`src/lcdws_pkg.sv`:
```
// Shared types, codes and constants of the character LCD write sequencer.
`default_nettype none

package lcdws_pkg;

   localparam int COUNTER_WIDTH = 16;

   typedef logic [COUNTER_WIDTH-1:0] cnt_type;

   localparam logic [1:0] MODE_TICK  = 2'd0;
   localparam logic [1:0] MODE_CMD   = 2'd1;
   localparam logic [1:0] MODE_DATA  = 2'd2;
   localparam logic [1:0] MODE_START = 2'd3;

   localparam logic [2:0] PH_IDLE    = 3'd0;
   localparam logic [2:0] PH_PULSE   = 3'd1;
   localparam logic [2:0] PH_SETTLE  = 3'd2;
   localparam logic [2:0] PH_EXTRA   = 3'd3;
   localparam logic [2:0] PH_POWERUP = 3'd4;

   localparam logic [2:0] REG_ENABLE_PULSE = 3'd0;
   localparam logic [2:0] REG_SHORT_WAIT   = 3'd1;
   localparam logic [2:0] REG_LONG_WAIT    = 3'd2;
   localparam logic [2:0] REG_POWER_UP     = 3'd3;
   localparam logic [2:0] REG_FIRST_WAKE   = 3'd4;
   localparam logic [2:0] REG_LATER_WAKE   = 3'd5;

   localparam logic [15:0] RST_ENABLE_PULSE = 16'd1;
   localparam logic [15:0] RST_SHORT_WAIT   = 16'd40;
   localparam logic [15:0] RST_LONG_WAIT    = 16'd2000;
   localparam logic [15:0] RST_POWER_UP     = 16'd20000;
   localparam logic [15:0] RST_FIRST_WAKE   = 16'd5000;
   localparam logic [15:0] RST_LATER_WAKE   = 16'd100;

   localparam logic [7:0] CMD_WAKE       = 8'h30;
   localparam logic [7:0] CMD_FUNC_SET   = 8'h38;
   localparam logic [7:0] CMD_ENTRY_MODE = 8'h06;
   localparam logic [7:0] CMD_CLEAR      = 8'h01;
   localparam logic [7:0] CMD_DISPLAY_ON = 8'h0F;
   localparam logic [7:0] LONG_WAIT_LIMIT = 8'h04;

   localparam logic [3:0] INIT_LEN        = 4'd7;
   localparam logic [3:0] LAST_WAKE_STEP  = 4'd2;

   typedef struct packed {
      logic [15:0] enable_pulse_ticks;
      logic [15:0] short_wait_ticks;
      logic [15:0] long_wait_ticks;
      logic [15:0] power_up_ticks;
      logic [15:0] first_wake_extra_ticks;
      logic [15:0] later_wake_extra_ticks;
   } cfg_type;

   typedef struct packed {
      logic       register_select;
      logic       enable_pin;
      logic [7:0] bus_byte;
      logic       ready_res;
      logic       init_active;
      logic       rejected;
   } res_type;

   function automatic cnt_type counter_load(input logic [15:0] v);
      return COUNTER_WIDTH'(v);
   endfunction

   function automatic logic [7:0] init_byte(input logic [2:0] idx);
      logic [7:0] b;
      unique case (idx)
         3'd0, 3'd1, 3'd2: b = CMD_WAKE;
         3'd3: b = CMD_FUNC_SET;
         3'd4: b = CMD_ENTRY_MODE;
         3'd5: b = CMD_CLEAR;
         3'd6: b = CMD_DISPLAY_ON;
         default: b = 8'h00;
      endcase
      return b;
   endfunction

endpackage

`default_nettype wire

```
`src/lcdws_csr.sv`:
```
// Configuration register file of the LCD write sequencer.
`default_nettype none

module lcdws_csr (
   input  wire logic                 clock,
   input  wire logic                 reset,
   input  wire logic                 csr_valid,
   output logic                      csr_ready,
   input  wire logic [2:0]           csr_index,
   input  wire logic [15:0]          csr_data,
   output lcdws_pkg::cfg_type        cfg
);

   lcdws_pkg::cfg_type cfg_ff;
   lcdws_pkg::cfg_type cfg_in;

   assign csr_ready = 1'b1;
   assign cfg       = cfg_ff;

   always_comb begin
      cfg_in = cfg_ff;
      if (csr_valid) begin
         unique case (csr_index)
            lcdws_pkg::REG_ENABLE_PULSE: cfg_in.enable_pulse_ticks     = csr_data;
            lcdws_pkg::REG_SHORT_WAIT:   cfg_in.short_wait_ticks       = csr_data;
            lcdws_pkg::REG_LONG_WAIT:    cfg_in.long_wait_ticks        = csr_data;
            lcdws_pkg::REG_POWER_UP:     cfg_in.power_up_ticks         = csr_data;
            lcdws_pkg::REG_FIRST_WAKE:   cfg_in.first_wake_extra_ticks = csr_data;
            lcdws_pkg::REG_LATER_WAKE:   cfg_in.later_wake_extra_ticks = csr_data;
            default: cfg_in = cfg_ff;
         endcase
      end
   end

   always_ff @(posedge clock) begin
      if (reset) begin
         cfg_ff.enable_pulse_ticks     <= lcdws_pkg::RST_ENABLE_PULSE;
         cfg_ff.short_wait_ticks       <= lcdws_pkg::RST_SHORT_WAIT;
         cfg_ff.long_wait_ticks        <= lcdws_pkg::RST_LONG_WAIT;
         cfg_ff.power_up_ticks         <= lcdws_pkg::RST_POWER_UP;
         cfg_ff.first_wake_extra_ticks <= lcdws_pkg::RST_FIRST_WAKE;
         cfg_ff.later_wake_extra_ticks <= lcdws_pkg::RST_LATER_WAKE;
      end else begin
         cfg_ff <= cfg_in;
      end
   end

endmodule

`default_nettype wire

```
`src/lcdws_core.sv`:
```
// Phase sequencer of the LCD write sequencer: one state update per request.
`default_nettype none

module lcdws_core (
   input  wire logic                 clock,
   input  wire logic                 reset,
   input  wire logic                 step,
   input  wire logic [1:0]           mode,
   input  wire logic [7:0]           byte_value,
   input  wire lcdws_pkg::cfg_type   cfg,
   output lcdws_pkg::res_type        res
);

   logic [2:0]          phase_ff, phase_in;
   lcdws_pkg::cnt_type  cnt_ff, cnt_in;
   logic [3:0]          init_step_ff, init_step_in;
   logic [7:0]          bus_ff, bus_in;
   logic                sel_ff, sel_in;
   logic                en_ff, en_in;
   logic                run_ff, run_in;

   logic                accepted;
   logic                rejected;

   always_comb begin
      logic       wr;
      logic [7:0] wr_byte;
      logic       wr_sel;
      logic       next_cmd;
      logic [3:0] step_inc;

      phase_in     = phase_ff;
      cnt_in       = cnt_ff;
      init_step_in = init_step_ff;
      bus_in       = bus_ff;
      sel_in       = sel_ff;
      en_in        = en_ff;
      run_in       = run_ff;
      accepted     = 1'b0;
      rejected     = 1'b0;
      wr           = 1'b0;
      wr_byte      = bus_ff;
      wr_sel       = 1'b0;
      next_cmd     = 1'b0;
      step_inc     = init_step_ff + 4'd1;

      if (phase_ff == lcdws_pkg::PH_IDLE) begin
         unique case (mode)
            lcdws_pkg::MODE_CMD: begin
               wr       = 1'b1;
               wr_byte  = byte_value;
               accepted = 1'b1;
            end
            lcdws_pkg::MODE_DATA: begin
               wr       = 1'b1;
               wr_byte  = byte_value;
               wr_sel   = 1'b1;
               accepted = 1'b1;
            end
            lcdws_pkg::MODE_START: begin
               run_in       = 1'b1;
               init_step_in = 4'd0;
               phase_in     = lcdws_pkg::PH_POWERUP;
               cnt_in       = lcdws_pkg::counter_load(cfg.power_up_ticks);
               accepted     = 1'b1;
            end
            lcdws_pkg::MODE_TICK: begin
               accepted = 1'b0;
            end
         endcase
      end else begin
         rejected = (mode != lcdws_pkg::MODE_TICK);
         if (cnt_ff > lcdws_pkg::cnt_type'(1)) begin
            cnt_in = cnt_ff - lcdws_pkg::cnt_type'(1);
         end else begin
            cnt_in = '0;
            unique case (phase_ff)
               lcdws_pkg::PH_PULSE: begin
                  en_in  = 1'b0;
                  sel_in = 1'b0;
                  phase_in = lcdws_pkg::PH_SETTLE;
                  if (!sel_ff && bus_ff < lcdws_pkg::LONG_WAIT_LIMIT) begin
                     cnt_in = lcdws_pkg::counter_load(cfg.long_wait_ticks);
                  end else begin
                     cnt_in = lcdws_pkg::counter_load(cfg.short_wait_ticks);
                  end
               end
               lcdws_pkg::PH_SETTLE: begin
                  priority if (!run_ff) begin
                     phase_in = lcdws_pkg::PH_IDLE;
                  end else if (init_step_ff == 4'd0) begin
                     phase_in = lcdws_pkg::PH_EXTRA;
                     cnt_in   = lcdws_pkg::counter_load(cfg.first_wake_extra_ticks);
                  end else if (init_step_ff <= lcdws_pkg::LAST_WAKE_STEP) begin
                     phase_in = lcdws_pkg::PH_EXTRA;
                     cnt_in   = lcdws_pkg::counter_load(cfg.later_wake_extra_ticks);
                  end else begin
                     next_cmd = 1'b1;
                  end
               end
               lcdws_pkg::PH_EXTRA: begin
                  next_cmd = 1'b1;
               end
               lcdws_pkg::PH_POWERUP: begin
                  init_step_in = 4'd0;
                  wr           = 1'b1;
                  wr_byte      = lcdws_pkg::init_byte(3'd0);
               end
               default: begin
                  phase_in = lcdws_pkg::PH_IDLE;
               end
            endcase
         end
      end

      if (next_cmd) begin
         if (step_inc >= lcdws_pkg::INIT_LEN) begin
            run_in       = 1'b0;
            init_step_in = 4'd0;
            phase_in     = lcdws_pkg::PH_IDLE;
            cnt_in       = '0;
         end else begin
            init_step_in = step_inc;
            wr           = 1'b1;
            wr_byte      = lcdws_pkg::init_byte(step_inc[2:0]);
         end
      end

      if (wr) begin
         bus_in   = wr_byte;
         sel_in   = wr_sel;
         en_in    = 1'b1;
         phase_in = lcdws_pkg::PH_PULSE;
         cnt_in   = lcdws_pkg::counter_load(cfg.enable_pulse_ticks);
      end
   end

   assign res.register_select = sel_in;
   assign res.enable_pin      = en_in;
   assign res.bus_byte        = bus_in;
   assign res.ready_res       = accepted;
   assign res.init_active     = run_in;
   assign res.rejected        = rejected;

   always_ff @(posedge clock) begin
      if (reset) begin
         phase_ff     <= lcdws_pkg::PH_IDLE;
         cnt_ff       <= '0;
         init_step_ff <= 4'd0;
         bus_ff       <= 8'd0;
         sel_ff       <= 1'b0;
         en_ff        <= 1'b0;
         run_ff       <= 1'b0;
      end else if (step) begin
         phase_ff     <= phase_in;
         cnt_ff       <= cnt_in;
         init_step_ff <= init_step_in;
         bus_ff       <= bus_in;
         sel_ff       <= sel_in;
         en_ff        <= en_in;
         run_ff       <= run_in;
      end
   end

   a_enable_only_in_pulse: assert property (@(posedge clock) disable iff (reset)
      en_ff |-> (phase_ff == lcdws_pkg::PH_PULSE))
      else $error("enable high outside pulse phase");

   a_powerup_in_init: assert property (@(posedge clock) disable iff (reset)
      (phase_ff == lcdws_pkg::PH_POWERUP) |-> run_ff)
      else $error("power-up wait without start sequence");

   a_init_step_range: assert property (@(posedge clock) disable iff (reset)
      init_step_ff < lcdws_pkg::INIT_LEN)
      else $error("start sequence step out of range");

   a_accept_xor_reject: assert property (@(posedge clock) disable iff (reset)
      step |-> !(accepted && rejected))
      else $error("request both accepted and rejected");

   a_idle_holds_counter_zero: assert property (@(posedge clock) disable iff (reset)
      (step && phase_ff != lcdws_pkg::PH_IDLE && phase_in == lcdws_pkg::PH_IDLE)
      |=> (cnt_ff == '0))
      else $error("counter not cleared on return to idle");

endmodule

`default_nettype wire

```
`src/char_lcd_write_sequencer.sv`:
```
// Top level of the character LCD write sequencer with request and response registers.
//
// Drives an 8-bit character LCD bus from a stream of requests: tick, command write, data
// write or start of the power-up sequence. Every request yields exactly one response that
// shows the pin levels after that request's tick, whether it was taken (ready_res) or
// refused because the sequencer was busy (rejected), and whether the start sequence runs.
// One request is taken per clock cycle unless a held response stalls the pipeline; a request
// passes the request register, the single phase update and the response register before its
// response becomes valid. Each request is one tick of the enable pulse and wait counters, so
// the timing registers are counted in requests, not in clock cycles. Write configuration
// only while no request is in flight.
`default_nettype none

module char_lcd_write_sequencer (
   input  wire logic        clock,
   input  wire logic        reset,

   input  wire logic        req_valid,
   output logic             req_ready,
   input  wire logic [1:0]  req_mode,
   input  wire logic [7:0]  req_byte_value,

   output logic             rsp_valid,
   input  wire logic        rsp_ready,
   output logic             rsp_register_select,
   output logic             rsp_enable_pin,
   output logic [7:0]       rsp_bus_byte,
   output logic             rsp_ready_res,
   output logic             rsp_init_active,
   output logic             rsp_rejected,

   input  wire logic        csr_valid,
   output logic             csr_ready,
   input  wire logic [2:0]  csr_index,
   input  wire logic [15:0] csr_data
);

   lcdws_pkg::cfg_type cfg;
   lcdws_pkg::res_type step_res;

   logic               in_valid_ff, in_valid_in;
   logic [1:0]         in_mode_ff;
   logic [7:0]         in_byte_ff;
   logic               out_valid_ff, out_valid_in;
   lcdws_pkg::res_type out_res_ff;
   logic               advance;

   lcdws_csr u_csr (
      .clock     (clock),
      .reset     (reset),
      .csr_valid (csr_valid),
      .csr_ready (csr_ready),
      .csr_index (csr_index),
      .csr_data  (csr_data),
      .cfg       (cfg)
   );

   lcdws_core u_core (
      .clock      (clock),
      .reset      (reset),
      .step       (advance),
      .mode       (in_mode_ff),
      .byte_value (in_byte_ff),
      .cfg        (cfg),
      .res        (step_res)
   );

   assign advance   = in_valid_ff && (!out_valid_ff || rsp_ready);
   assign req_ready = !in_valid_ff || advance;

   always_comb begin
      in_valid_in = in_valid_ff;
      if (req_ready) begin
         in_valid_in = req_valid;
      end
      out_valid_in = out_valid_ff;
      priority if (advance) begin
         out_valid_in = 1'b1;
      end else if (rsp_ready) begin
         out_valid_in = 1'b0;
      end
   end

   always_ff @(posedge clock) begin
      if (reset) begin
         in_valid_ff  <= 1'b0;
         out_valid_ff <= 1'b0;
      end else begin
         in_valid_ff  <= in_valid_in;
         out_valid_ff <= out_valid_in;
      end
   end

   always_ff @(posedge clock) begin
      if (reset) begin
         in_mode_ff <= lcdws_pkg::MODE_TICK;
         in_byte_ff <= 8'd0;
      end else if (req_valid && req_ready) begin
         in_mode_ff <= req_mode;
         in_byte_ff <= req_byte_value;
      end
      if (advance) begin
         out_res_ff <= step_res;
      end
   end

   assign rsp_valid           = out_valid_ff;
   assign rsp_register_select = out_res_ff.register_select;
   assign rsp_enable_pin      = out_res_ff.enable_pin;
   assign rsp_bus_byte        = out_res_ff.bus_byte;
   assign rsp_ready_res       = out_res_ff.ready_res;
   assign rsp_init_active     = out_res_ff.init_active;
   assign rsp_rejected        = out_res_ff.rejected;

   a_no_overwrite: assert property (@(posedge clock) disable iff (reset)
      (out_valid_ff && !rsp_ready) |-> !advance)
      else $error("response register overwritten while held");

   a_request_reaches_response: assert property (@(posedge clock) disable iff (reset)
      advance |=> out_valid_ff)
      else $error("advanced request did not reach response register");

   a_stage_drains: assert property (@(posedge clock) disable iff (reset)
      (in_valid_ff && !advance) |=> in_valid_ff)
      else $error("request stage dropped a held request");

endmodule

`default_nettype wire

```
`config.mk`:
```
export PLATFORM = sky130hd
export DESIGN_NAME = char_lcd_write_sequencer
export DESIGN_NICKNAME = d
export VERILOG_FILES = /design/src/lcdws_pkg.sv /design/src/lcdws_csr.sv /design/src/lcdws_core.sv /design/src/char_lcd_write_sequencer.sv
export SDC_FILE = /design/constraint.sdc
export NUM_CORES = 1
export LEC_CHECK = 0
export BUFFER_PORTS_ARGS = -buffer_cell sky130_fd_sc_hd__buf_4
export CAP_MARGIN = 20
export CORE_UTILIZATION = 40
export CTS_CLUSTER_DIAMETER = 60
export DETAILED_ROUTE_END_ITERATION = 8
export PLACE_DENSITY = 0.71
export SYNTH_ARGS = -nofsm -noshare
export SYNTH_HDL_FRONTEND = slang
export SYNTH_SLANG_ARGS = --single-unit
```
`constraint.sdc`:
```
create_clock -name clock -period 2.9 [get_ports clock]
set_input_delay 0.435 -clock clock [delete_from_list [all_inputs] [get_ports clock]]
set_output_delay 0.435 -clock clock [all_outputs]
set_load 0.01 [all_outputs]
```
# == Yosys cells after proc, flatten, opt, wreduce, memory -nomap -nowiden ==
# Cells that the tools add are included.
# op_classes
n_addsub,2
multipliers,0
div,0
order_cmp,4
n_eq_ne,20
shift,0
n_mux,64
bitwise_logic,0
reduce_logical,27
# ops
op,n
$mux 16,10
$mux 8,7
$pmux 16 s2,1
$pmux 6 s5,1
$mux 1,27
$mux 3,9
$mux 4,6
$eq 3x2->1 const B,6
$eq 3x3->1 const B,6
$gt 16x1->1 const B,1
$sub 16x1->16 const B,1
$reduce_and 2->1,6
$eq 3x1->1 const B,3
$logic_not 3->1,3
$pmux 3 s3,1
$lt 8x3->1 const B,1
$reduce_or 3->1,2
$add 4x1->4 const B,1
$eq 2x2->1 const B,2
$ge 4x3->1 const B,1
$le 4x2->1 const B,1
$logic_not 4->1,1
$pmux 1 s2,2
$reduce_and 4->1,1
10 further kinds,17
# totals
ff_bits,155
latch_bits,0
ram_bits,0
rom_bits,0
output_inout_bits,16
mem_count,0

# == Logic depth before layout (Yosys ltp) ==
# Gate-level depths: netlist of run 1.
# logic_depth
ltp_word,10
ltp_mapped,9

# == By module ==
# A second synthesis of run 1 with hierarchy kept.
# unflattened
hier_cells,901
area_unflattened_um2,8448.1
# by_module_without_submodules
module,n_inst,cells_per_inst,area_each_um2
lcdws_csr,1,358,3862.5
lcdws_core,1,475,3632.2
char_lcd_write_sequencer,1,68,953.4

# == Least setup slack after synthesis of run 1 ==
# No wires, ideal clock.
# synth_timing
path_type,reg2reg
from,register u_core.init_step_ff[0]
to,register out_res_ff (netlist bit rsp_bus_byte[2]) (data pin)
setup_time_ps,262
arrival_time_ps,2478
required_ps,2638
setup_slack_ps,160
path_stages_with_launch,9
path_buffers,1
path_cell_list,dfxtp_1 -> inv_1 -> ha_1 -> or3b_4 -> a211oi_4 -> nor4b_4 -> or2_2 -> buf_6 -> mux2_1
# synth_lines
element,line_no,text
"start, declared",lcdws_core.sv:16,"logic [3:0] init_step_ff, init_step_in;"
"start signal, assigned",lcdws_core.sv:157,init_step_ff <= init_step_in;
"end signal, assigned",char_lcd_write_sequencer.sv:103,out_res_ff <= step_res;
"end, declared",char_lcd_write_sequencer.sv:45,lcdws_pkg::res_type out_res_ff;

==> results of run 1 <==
==> routing by layer <==
layer	part of all wire, %	vias up	GRT usage [%]
met2	47	217	34.8
li1	-	3238	-
met5	0	-	0
met3	6.0	24	4.57
met1	45	3123	27.1
met4	1.5	0	6.92
==> cells in the final DEF (no fill, tap or decap), drive strengths merged, types with 9 or more instances in the layout <==
| cell | count |
|---|---|
| nand2 | 237 |
| dfxtp | 142 |
| a21oi | 107 |
| buf | 73 |
| nand3 | 43 |
| mux2i | 38 |
| nor2 | 36 |
| o22ai | 32 |
| o21ai | 27 |
| clkbuf | 17 |
| inv | 14 |
| edfxtp | 13 |
| o32ai | 12 |
| ha | 11 |
| a2bb2oi | 10 |
| nor3 | 9 |
==> power breakdown <==
group	internal, mW	leakage (nW)	switching [mW]
sequential	2.25	1.28	0.0856
clock	1.29	0.291	0.962
combinational	0.432	1.71	0.697
total	3.96	3.28	1.74
==> kinds of logic after synthesis <==
family	Yosys count
buffers and inverters	73
xor gates and xnor gates	13
adders and majority gates	11
muxes	40
and+or+nand+nor	370
AOI/OAI and AO/OA	240
DFF	155
other	1
==> stage by stage <==
stage / total power, mW / cells / setup WS [ns] / instance area, um2 / utilization (%)
final: 5.71 / 1171 / 0.176 / 8570 / 47.4
after global routing: 5.93 / 1171 / 0.0494 / 8570 / 47.4
after CTS: 5.72 / 1171 / 0.188 / 8570 / 47.4
after detailed placement: 3.49 / 1140 / 0.210 / 7980 / 44.1
after global placement: 3.47 / 1140 / 0.323 / 7980 / 44.1
after floorplan: 3.16 / 903 / 0.160 / 7420 / -
==> worst register-to-register path: stages, from the launching register on <==
cell	delay [ns]
dfxtp_1	0.47
inv_1	0.14
ha_1	0.25
or3b_4	0.43
a211oi_4	0.23
nor4b_4	0.36
or2_2	0.25
mux2_1	0.35
==> final cells by class <==
class | count | share of cell area [%]
clock buffer | 17 | 4.96
tap | 229 | 3.34
sequential | 155 | 37.7
timing repair buffer | 73 | 6.39
multi-input combinational | 675 | 45.3
clock inverter | 14 | 1.93
inverter | 8 | 0.350
==> Yosys cell counts (2+ instances only) <==
master,count,area share [%]
or2_2,4,0.34
o21ai_0,21,1.4
nor4_1,4,0.34
nor2b_1,7,0.59
buf_2,9,0.61
nand2b_1,3,0.25
a21oi_1,106,7.1
buf_6,4,0.61
xnor2_1,5,0.59
nor3_1,8,0.54
a21o_1,8,0.81
o32ai_2,5,1.1
a2bb2oi_1,10,1.2
o32ai_1,7,0.83
o22ai_1,32,2.7
a31oi_1,4,0.34
nor3b_1,3,0.30
o31ai_1,3,0.30
nand4b_1,3,0.35
o2bb2ai_1,3,0.35
o21ai_1,5,0.34
dfxtp_1,142,38
a22oi_1,4,0.40
nor2_1,35,1.8
a211oi_1,5,0.51
a221oi_1,6,0.71
clkbuf_1,49,2.5
or3_1,2,0.17
buf_1,2,0.10
xor2_1,8,0.94
edfxtp_1,13,5.3
and3_1,3,0.25
or4_1,2,0.20
mux2i_1,38,5.1
nand2_1,237,12
a22o_1,2,0.24
and2_1,4,0.34
inv_1,8,0.40
a32oi_1,5,0.59
nand4_1,4,0.34
ha_1,11,1.9
nand3_1,42,2.8
==> state kept, by name, indices dropped and copies added (netlist names), 2 cells and up <==
signal	cells
u_core.bus_ff	8
in_mode_ff	2
u_core.phase_ff	3
rsp_bus_byte	8
u_core.init_step_ff	4
in_byte_ff	8
u_csr.cfg	96
u_core.cnt_ff	16
==> worst paths after layout <==
path                            cells after the start         endpoint
worst max-delay path                                7  rsp_bus_byte[2]
worst min-delay path                                3    u_csr.cfg[57]
worst max register to register                      7  rsp_bus_byte[2]
worst min register to register                      2    u_csr.cfg[87]
==> qor.tcl, run 1 <==
set qor(main_combinational_cell_family_by_area_after_synthesis) {simple AND/OR/NAND/NOR gates}
set qor(h-tree-depth) 4
set qor(die_h_um) 138
set qor(number_of_drc_violations_after_detailed_routing_iteration_0) 545
set qor(max-clock-path-buffers) 2
set qor(post_synth_xor_area_fraction_pct) 1.53
set qor(synth_simple_gate_area_share_pct) 22.2
set qor(maximum_resistive_drop_on_vdd_mv) 0.593
set qor(crit-reg2reg-launch) {u_core.init_step_ff[0]}
set qor(tns_ns) 0
set qor(grt_setup_unrepaired) {false}
set qor(worst_skew_pair.late_latency_ns) 0.44
set qor(place_congestion) 0.918
set qor(placement_rows) 49
set qor(finalNetCount) 975
set qor(largest_net_degree_at_the_start_of_global_routing) 45
set qor(vias) 6602
set qor(slew_violations) 0
set qor(maximum_net_fanout_on_the_critical_path) 8
set qor(place_hpwl_um) 13100
set qor(synth_flop_cell) {dfxtp_1}
set qor(die_area_um2) 19100
set qor(critical_path.startpoint_type) {flop}
set qor(synth_cell_types) 69
set qor(port_buffers) 48
set qor(worstPathRequired_ns) 3.08
set qor(viasPerCell) 5.64
set qor(core-area_um2) 18100
set qor(timing_worst_setup_path_type) {reg -> reg}
set qor(report.final.setup_viol) 0
set qor(cts_hold_buffers_added) 0
set qor(min_period_over_period_pct) 93.9
set qor(layout-drive-gt1-share_pct) 13.8
set qor(total_routing_usage_reported_by_global_routing_pct) 21.0
set qor(cts_resized) 0
set qor(synth.ff_latch_count) 155
set qor(remaining_drc_errors) 4
set qor(post_drt_wl_per_cell_um) 16.8
set qor(critical_path.slowest_cell) {dfxtp_1}
set qor(cts_buffers) 17
set qor(cells_along_the_critical_path) {inv_1 -> ha_1 -> or3b_4 -> a211oi_4 -> nor4b_4 -> or2_2 -> mux2_1}
set qor(fin_skew_ns) 0.0110
set qor(drt-pass1-iter-count) 7
set qor(critPathArrivalTime_ns) 2.90
set qor(synth_seq_area_share_pct) 43.6
set qor(antenna_found_initial) 0
set qor(critical_path.n_buffers_inverters) 1
set qor(drv.max_cap_violation_count) 0
set qor(post_synth_inst_count) 903
set qor(violations) {DRC}
set qor(ant_nets) 0
set qor(max_freq_mhz) 367
set qor(timing.reg2reg.setup_slack_ns) 0.18
set qor(timing.critical_path.from) {u_core.init_step_ff[0]}
set qor(clkSinkCount) 155
set qor(max-slew-margin-rel_pct) 50.7
set qor(antennaDiodeCount) 0
set qor(postSynthNetCount) 948
set qor(outcome) {finished, violations left}
set qor(avgSynthCellArea_um2) 8.22
set qor(min-delay-start) {csr_data[9]}
set qor(wire_length_of_the_first_global_routing_pass_um) 32000
set qor(wl_um) 19600
set qor(post_synthesis_compound_gate_area_fraction_pct) 21.1
set qor(synth_adder_area_share_pct) 1.85
set qor(cp_top_family) {simple AND/OR/NAND/NOR gates}
set qor(filler_cells_inserted) 1757
set qor(share_of_flip_flops_with_an_asynchronous_set_or_reset_after_synthesis_pct) 0
set qor(ff_latch_area_um2) 3230
set qor(cts.root.buffer_cell) {clkbuf_16}
set qor(tritoncts) {yes}
set qor(synth-edff-count) 13
set qor(post_cts_buffers) 0
set qor(clkTransAtPathRegs_ns) 0.07
set qor(die_w_um) 138
set qor(critical_path_sink_type) {flop}
set qor(muxShareOfSynthArea_pct) 5.43
set qor(start_util_pct) 41.0
set qor(area_taken_by_multi_input_logic_gates_um2) 3890
set qor(flow.area_growth_from_synthesis_pct) 15.5
set qor(power_leakage_nw) 3.28
set qor(global_route.overflow_total) 0
set qor(power.density_nw_per_um2) 666
set qor(via_count_of_the_first_global_routing_pass) 6288
set qor(final-hold-violation-count) 0
set qor(synthesis.area_um2) 7420
set qor(i_o_pins) 50
set qor(tightestPinTransition_ns) 0.737
set qor(worst_hold_path_type) {in -> reg}
set qor(layout_min_cycle_time_ns) 2.72
set qor(worst_path_largest_cell_delay_ns) 0.47
set qor(fin_hold_ws_ns) 0.260
set qor(yosysWarnings) 0
Power figures use the tool's default switching activity.
==> run 2: changes to the inputs <==
BUFFER_PORTS_ARGS = -buffer_cell sky130_fd_sc_hd__buf_2   (was -buffer_cell sky130_fd_sc_hd__buf_4)
HOLD_SLACK_MARGIN = 0.02   (was default)
PLACE_DENSITY = 0.69   (was 0.71)
clock period = 2.75 ns   (was 2.9 ns; I/O delays follow)
==> qor.tcl, run 2 (synthesized netlist as in run 1, its figures left out) <==
set qor(outcome) {finished, violations left}
set qor(violations) {DRC}
set qor(layout.cells.most_common_list) {237 x nand2_1, 141 x dfxtp_1, 106 x a21oi_1, 47 x buf_2, 42 x nand3_1}
set qor(cts_resized) 0 ;# unchanged
set qor(dpl-instance-area_um2) 7910 ;# -0.94%
set qor(finalNetCount) 979 ;# +0.41%
set qor(min_period_over_period_pct) 93.3 ;# -0.68 points
set qor(power.total_mw) 6.01 ;# +5.3%
set qor(wl_um) 19500 ;# -0.55%
set qor(worst_hold_path_type) {in -> reg}
set qor(power.density_nw_per_um2) 707 ;# +6.1%
set qor(worstHoldPathCells) 3 ;# unchanged
set qor(largest_net_degree_at_the_start_of_global_routing) 81 ;# +80%
set qor(filler_cells_inserted) 1730 ;# -1.5%
set qor(flow.area_growth_from_synthesis_pct) 14.6
set qor(tightestPinTransition_ns) 0.903 ;# +0.166 ns
set qor(antenna_found_initial) 0 ;# unchanged
set qor(critical_path.slowest_cell) {o21ai_1}
set qor(total_routing_usage_reported_by_global_routing_pct) 21.1 ;# +0.10 points
set qor(remaining_drc_errors) 8 ;# +4
set qor(min_delay_endpoint) {in_byte_ff[5]}
set qor(antennaDiodeCount) 0 ;# unchanged
set qor(post_drt_wl_per_cell_um) 16.6 ;# -0.89%
set qor(cells_along_the_critical_path) {inv_1 -> ha_1 -> o21ai_1 -> or2_4 -> nor3_4 -> buf_4 -> a221oi_1 -> o32ai_2}
set qor(timing_worst_setup_path_type) {reg -> reg}
set qor(timing.critical_path.from) {u_core.cnt_ff[0]}
set qor(viasPerCell) 5.48 ;# -2.8%
set qor(max-clock-path-buffers) 2 ;# unchanged
set qor(layout-drive-gt1-share_pct) 14.3 ;# +0.47 points
set qor(die_h_um) 138 ;# unchanged
set qor(global_route.overflow_total) 0 ;# unchanged
set qor(fin_skew_ns) 0.0124 ;# +0.00145 ns
set qor(largest_register_ff_count) 96 ;# unchanged
set qor(placement_rows) 49 ;# unchanged
set qor(core-area_um2) 18100 ;# unchanged
set qor(final-hold-violation-count) 0 ;# unchanged
set qor(ant_nets) 0 ;# unchanged
set qor(post-route-util_pct) 47.0 ;# -0.37 points
set qor(crit-reg2reg-launch) {u_core.cnt_ff[0]}
set qor(critical_path.startpoint_type) {flop}
set qor(maximum_resistive_drop_on_vdd_mv) 0.480 ;# -19%
set qor(grt_setup_unrepaired) {false}
set qor(layout_min_cycle_time_ns) 2.56 ;# -0.160 ns
set qor(critPathArrivalTime_ns) 2.83 ;# -0.07 ns
set qor(die_w_um) 138 ;# unchanged
set qor(critical_path.n_buffers_inverters) 2 ;# +1
set qor(timing.reg2reg.setup_slack_ns) 0.19 ;# about the same
set qor(place_hpwl_um) 13300 ;# +1.3%
set qor(number_of_drc_violations_after_detailed_routing_iteration_0) 402 ;# -26%
set qor(max_freq_mhz) 390 ;# +6.2%
set qor(cts.root.buffer_cell) {clkbuf_16}
set qor(clkTransAtPathRegs_ns) 0.07 ;# about the same
set qor(place_congestion) 0.870 ;# -5.2%
set qor(worst_skew_pair.late_latency_ns) 0.43 ;# about the same
set qor(h-tree-depth) 4 ;# unchanged
set qor(postLayoutCellArea_um2) 8510 ;# -0.79%
set qor(drt-pass1-iter-count) 8 ;# +1
set qor(start_util_pct) 41.0 ;# unchanged
set qor(max-slew-margin-rel_pct) 39.8 ;# -11 points
set qor(drv.max_cap_violation_count) 0 ;# unchanged
set qor(post_cts_buffers) 0 ;# unchanged
set qor(worst_path_largest_cell_delay_ns) 0.54 ;# +0.07 ns
set qor(vias) 6436 ;# -2.5%
set qor(i_o_pins) 50 ;# unchanged
set qor(maximum_net_fanout_on_the_critical_path) 15 ;# +7
set qor(min-delay-start) {req_byte_value[5]}
set qor(tritoncts) {yes}
set qor(setup_slack_ns) 0.186 ;# +0.00960 ns
set qor(critical_path_sink_type) {flop}
set qor(worstPathRequired_ns) 3.02 ;# -0.06 ns
set qor(slew_violations) 0 ;# unchanged
set qor(port_buffers) 48 ;# unchanged
set qor(layout.cells.most_common) {nand2_1}
set qor(cp_top_family) {compound AO/OA/AOI/OAI gates}
set qor(report.final.setup_viol) 0 ;# unchanged
set qor(worst_r2r_path_depth) 8 ;# +1
set qor(power_leakage_nw) 3.26 ;# -0.62%
set qor(die_area_um2) 19100 ;# unchanged
set qor(cts_hold_buffers_added) 0 ;# unchanged
set qor(via_count_of_the_first_global_routing_pass) 6109 ;# -2.8%
set qor(wire_length_of_the_first_global_routing_pass_um) 32100 ;# +0.41%
set qor(placement.setup.worst_slack_ns) 0.133 ;# -0.0775 ns
set qor(worstReg2RegEnd) {u_core.cnt_ff[10]}
set qor(clkSinkCount) 155 ;# unchanged
set qor(tns_ns) 0 ;# unchanged
set qor(cts_buffers) 17 ;# unchanged
-- run 2: cell types whose count changed in the layout (fill, tap and decap cells not counted), moves of 2 or more --
cell,previous run,this run
buf_2,0,47
buf_4,73,29
clkinv_2,3,1
clkinvlp_4,1,3
-- run 2: power breakdown --
part,internal [mW],switching (mW)
clock network,1.35,1.02
logic,0.450,0.741
registers,2.37,0.0878
-- run 2: layer usage --
layer / vias up / GRT usage (%) / part of all wire [%]
li1: 3257 / - / -
met1: 3003 / 28.4 / 47
met2: 160 / 34.3 / 48
met3: 16 / 4.40 / 4.6
met4: 0 / 5.50 / 1.1
met5: - / 0 / 0
-- run 2: worst register-to-register path, delay by kind of cell (launching register included) --
kind                     cells  cell delay, ns
AO/OA/AOI/OAI                3            1.00
adder cells (fa/ha/maj)      1            0.25
buffers and inverters        2            0.28
flip-flops                   1            0.45
AND/OR/NAND/NOR              2            0.43
-- run 2: layout make-up --
cell class / count / area (um2) / share of cell area, %
repair buffers: 77 / 473 / 5.56
inverters: 8 / 30.0 / 0.353
clock inverters: 12 / 129 / 1.51
clock buffers: 19 / 464 / 5.46
well taps: 229 / 287 / 3.37
multi-input cells: 675 / 3890 / 45.7
flip-flops and latches: 155 / 3230 / 38.0
-- run 2: how the worst max path moves through the flow --
stage	endpoint	cells after the start
after floorplan	rsp_bus_byte[2]	8
final	u_core.cnt_ff[10]	8
after detailed placement	rsp_bus_byte[2]	7
after global placement	rsp_bus_byte[3]	8
after CTS	rsp_bus_byte[2]	7
after global routing	u_core.cnt_ff[9]	10
-- run 2: through the flow --
step,instances,hold slack [ns]
2_1_floorplan,903,0.433
3_3_place_gp,1144,0.441
3_5_place_dp,1144,0.448
4_1_cts,1175,0.218
5_1_grt,1175,0.237
6_report,1175,0.229
==> run 3: changes to the inputs <==
clock period = 3.2 ns   (was 2.75 ns; I/O delays follow)
==> qor.tcl, run 3 (synthesized netlist as in run 1, its figures left out) <==
set qor(outcome) {finished, violations left}
set qor(violations) {DRC}
set qor(timing.reg2reg.setup_slack_ns) 0.31 ;# +0.12 ns
set qor(timing.critical_path.from) {u_core.init_step_ff[0]}
set qor(report.final.setup_viol) 0 ;# unchanged
set qor(flow.area_growth_from_synthesis_pct) 13.2
set qor(cts.root.buffer_cell) {clkbuf_16}
set qor(largest_net_degree_at_the_start_of_global_routing) 60 ;# -26%
set qor(power.density_nw_per_um2) 605 ;# -14%
set qor(drv.max_cap_violation_count) 0 ;# unchanged
set qor(min_period_over_period_pct) 90.4 ;# -2.8 points
set qor(total_routing_usage_reported_by_global_routing_pct) 21.4 ;# +0.37 points
set qor(post_cts_buffers) 0 ;# unchanged
set qor(antenna_found_initial) 0 ;# unchanged
set qor(drt-pass1-iter-count) 9 ;# +1
set qor(filler_cells_inserted) 1765 ;# +2.0%
set qor(core-area_um2) 18100 ;# unchanged
set qor(ff_latch_area_um2) 3230 ;# about the same
set qor(clkTransAtPathRegs_ns) 0.06 ;# about the same
set qor(tritoncts) {yes}
set qor(die_h_um) 138 ;# unchanged
set qor(viasPerCell) 5.64 ;# +3.0%
set qor(tns_ns) 0 ;# unchanged
set qor(clkSinkCount) 155 ;# unchanged
set qor(critical_path.startpoint_type) {flop}
set qor(wire_length_of_the_first_global_routing_pass_um) 32600 ;# +1.5%
set qor(maximum_net_fanout_on_the_critical_path) 11 ;# -4
set qor(layout.cells.most_common_list) {237 x nand2_1, 142 x dfxtp_1, 106 x a21oi_1, 47 x buf_2, 42 x nand3_1}
set qor(layout.cells.most_common) {nand2_1}
set qor(port_buffers) 48 ;# unchanged
set qor(placement_rows) 49 ;# unchanged
set qor(max-clock-path-buffers) 2 ;# unchanged
set qor(finalNetCount) 970 ;# -0.92%
set qor(number_of_drc_violations_after_detailed_routing_iteration_0) 538 ;# +34%
set qor(maximum_resistive_drop_on_vdd_mv) 0.462 ;# -3.7%
set qor(crit-reg2reg-launch) {u_core.init_step_ff[0]}
set qor(ant_nets) 0 ;# unchanged
set qor(die_w_um) 138 ;# unchanged
set qor(power.total_mw) 5.09 ;# -15%
set qor(worstPathRequired_ns) 3.38 ;# +0.36 ns
set qor(postLayoutCellArea_um2) 8400 ;# -1.2%
set qor(wl_um) 19900 ;# +2.0%
set qor(global_route.overflow_total) 0 ;# unchanged
set qor(place_hpwl_um) 13200 ;# -0.87%
set qor(critical_path_sink_type) {flop}
set qor(place_congestion) 0.883 ;# +1.5%
set qor(die_area_um2) 19100 ;# unchanged
set qor(cts_buffers) 17 ;# unchanged
set qor(i_o_pins) 50 ;# unchanged
set qor(worst_skew_pair.late_latency_ns) 0.43 ;# about the same
set qor(cts_hold_buffers_added) 0 ;# unchanged
set qor(vias) 6586 ;# +2.3%
set qor(start_util_pct) 41.0 ;# unchanged
set qor(slew_violations) 0 ;# unchanged
set qor(min-delay-start) {req_byte_value[0]}
set qor(layout-drive-gt1-share_pct) 13.0 ;# -1.3 points
set qor(layout_min_cycle_time_ns) 2.89 ;# +0.329 ns
set qor(antennaDiodeCount) 0 ;# unchanged
set qor(final-hold-violation-count) 0 ;# unchanged
set qor(via_count_of_the_first_global_routing_pass) 6291 ;# +3.0%
set qor(max_freq_mhz) 346 ;# -11%
set qor(grt_setup_unrepaired) {false}
set qor(tightestPinTransition_ns) 0.932 ;# +0.0288 ns
set qor(area_taken_by_multi_input_logic_gates_um2) 3890 ;# about the same
set qor(post-route-util_pct) 46.5 ;# -0.57 points
set qor(critPathArrivalTime_ns) 3.07 ;# +0.24 ns
set qor(max-slew-margin-rel_pct) 37.8 ;# -2.0 points
set qor(remaining_drc_errors) 8 ;# unchanged
set qor(fin_skew_ns) 0.0126 ;# +0.000141 ns
set qor(worst_hold_path_type) {in -> reg}
set qor(h-tree-depth) 4 ;# unchanged
set qor(power_leakage_nw) 3.21 ;# -1.6%
set qor(largest_register_ff_count) 96 ;# unchanged
set qor(timing_worst_setup_path_type) {reg -> reg}
set qor(dpl-instance-area_um2) 7830 ;# -1.0%
set qor(post_drt_wl_per_cell_um) 17.1 ;# +2.7%
set qor(cts_resized) 0 ;# unchanged
==> run 3: path summary, 6_finish.rpt <==
kind | endpoint | cells past startpoint
min | in_byte_ff[0] | 3
max reg2reg | rsp_bus_byte[2] | 7
min reg2reg | u_csr.cfg[48] | 2
max | rsp_bus_byte[2] | 7
==> run 3: worst max-delay path, cell delays in order (launching register included) <==
cell and delay, ns:
dfxtp_1 0.46, inv_1 0.14, ha_1 0.25, or3b_4 0.43, a211oi_4 0.22, nor4b_4 0.45
or2_2 0.36, mux2_1 0.34
==> run 3: final cells by class <==
type | instances | area share (%)
Multi-Input combinational cell | 675 | 46.2
Sequential cell | 155 | 38.5
Clock buffer | 19 | 5.15
Timing Repair Buffer | 68 | 4.67
Tap cell | 229 | 3.41
Clock inverter | 13 | 1.70
Inverter | 8 | 0.357
==> run 3: stage by stage <==
step                      hold WS [ns]  setup WS (ns)  instances
after floorplan                  0.433          0.460        903
after detailed placement         0.447          0.333       1135
after global routing             0.309          0.121       1167
final                            0.303          0.307       1167
after global placement           0.440          0.420       1135
after CTS                        0.287          0.325       1167
==> run 3: where the power goes <==
part | switching [mW] | total (mW) | internal, mW
Combinational | 0.629 | 0.979 | 0.350
Sequential | 0.0754 | 2.11 | 2.04
Clock | 0.840 | 2.00 | 1.16
Total | 1.55 | 5.09 | 3.54
==> run 3: metal layers <==
metal	global-route usage, %	part of all wire (%)	vias up
met3	3.60	5.7	26
met2	35.9	47	218
met5	0	0	-
met4	7.87	1.5	0
li1	-	-	3233
met1	27.8	45	3109
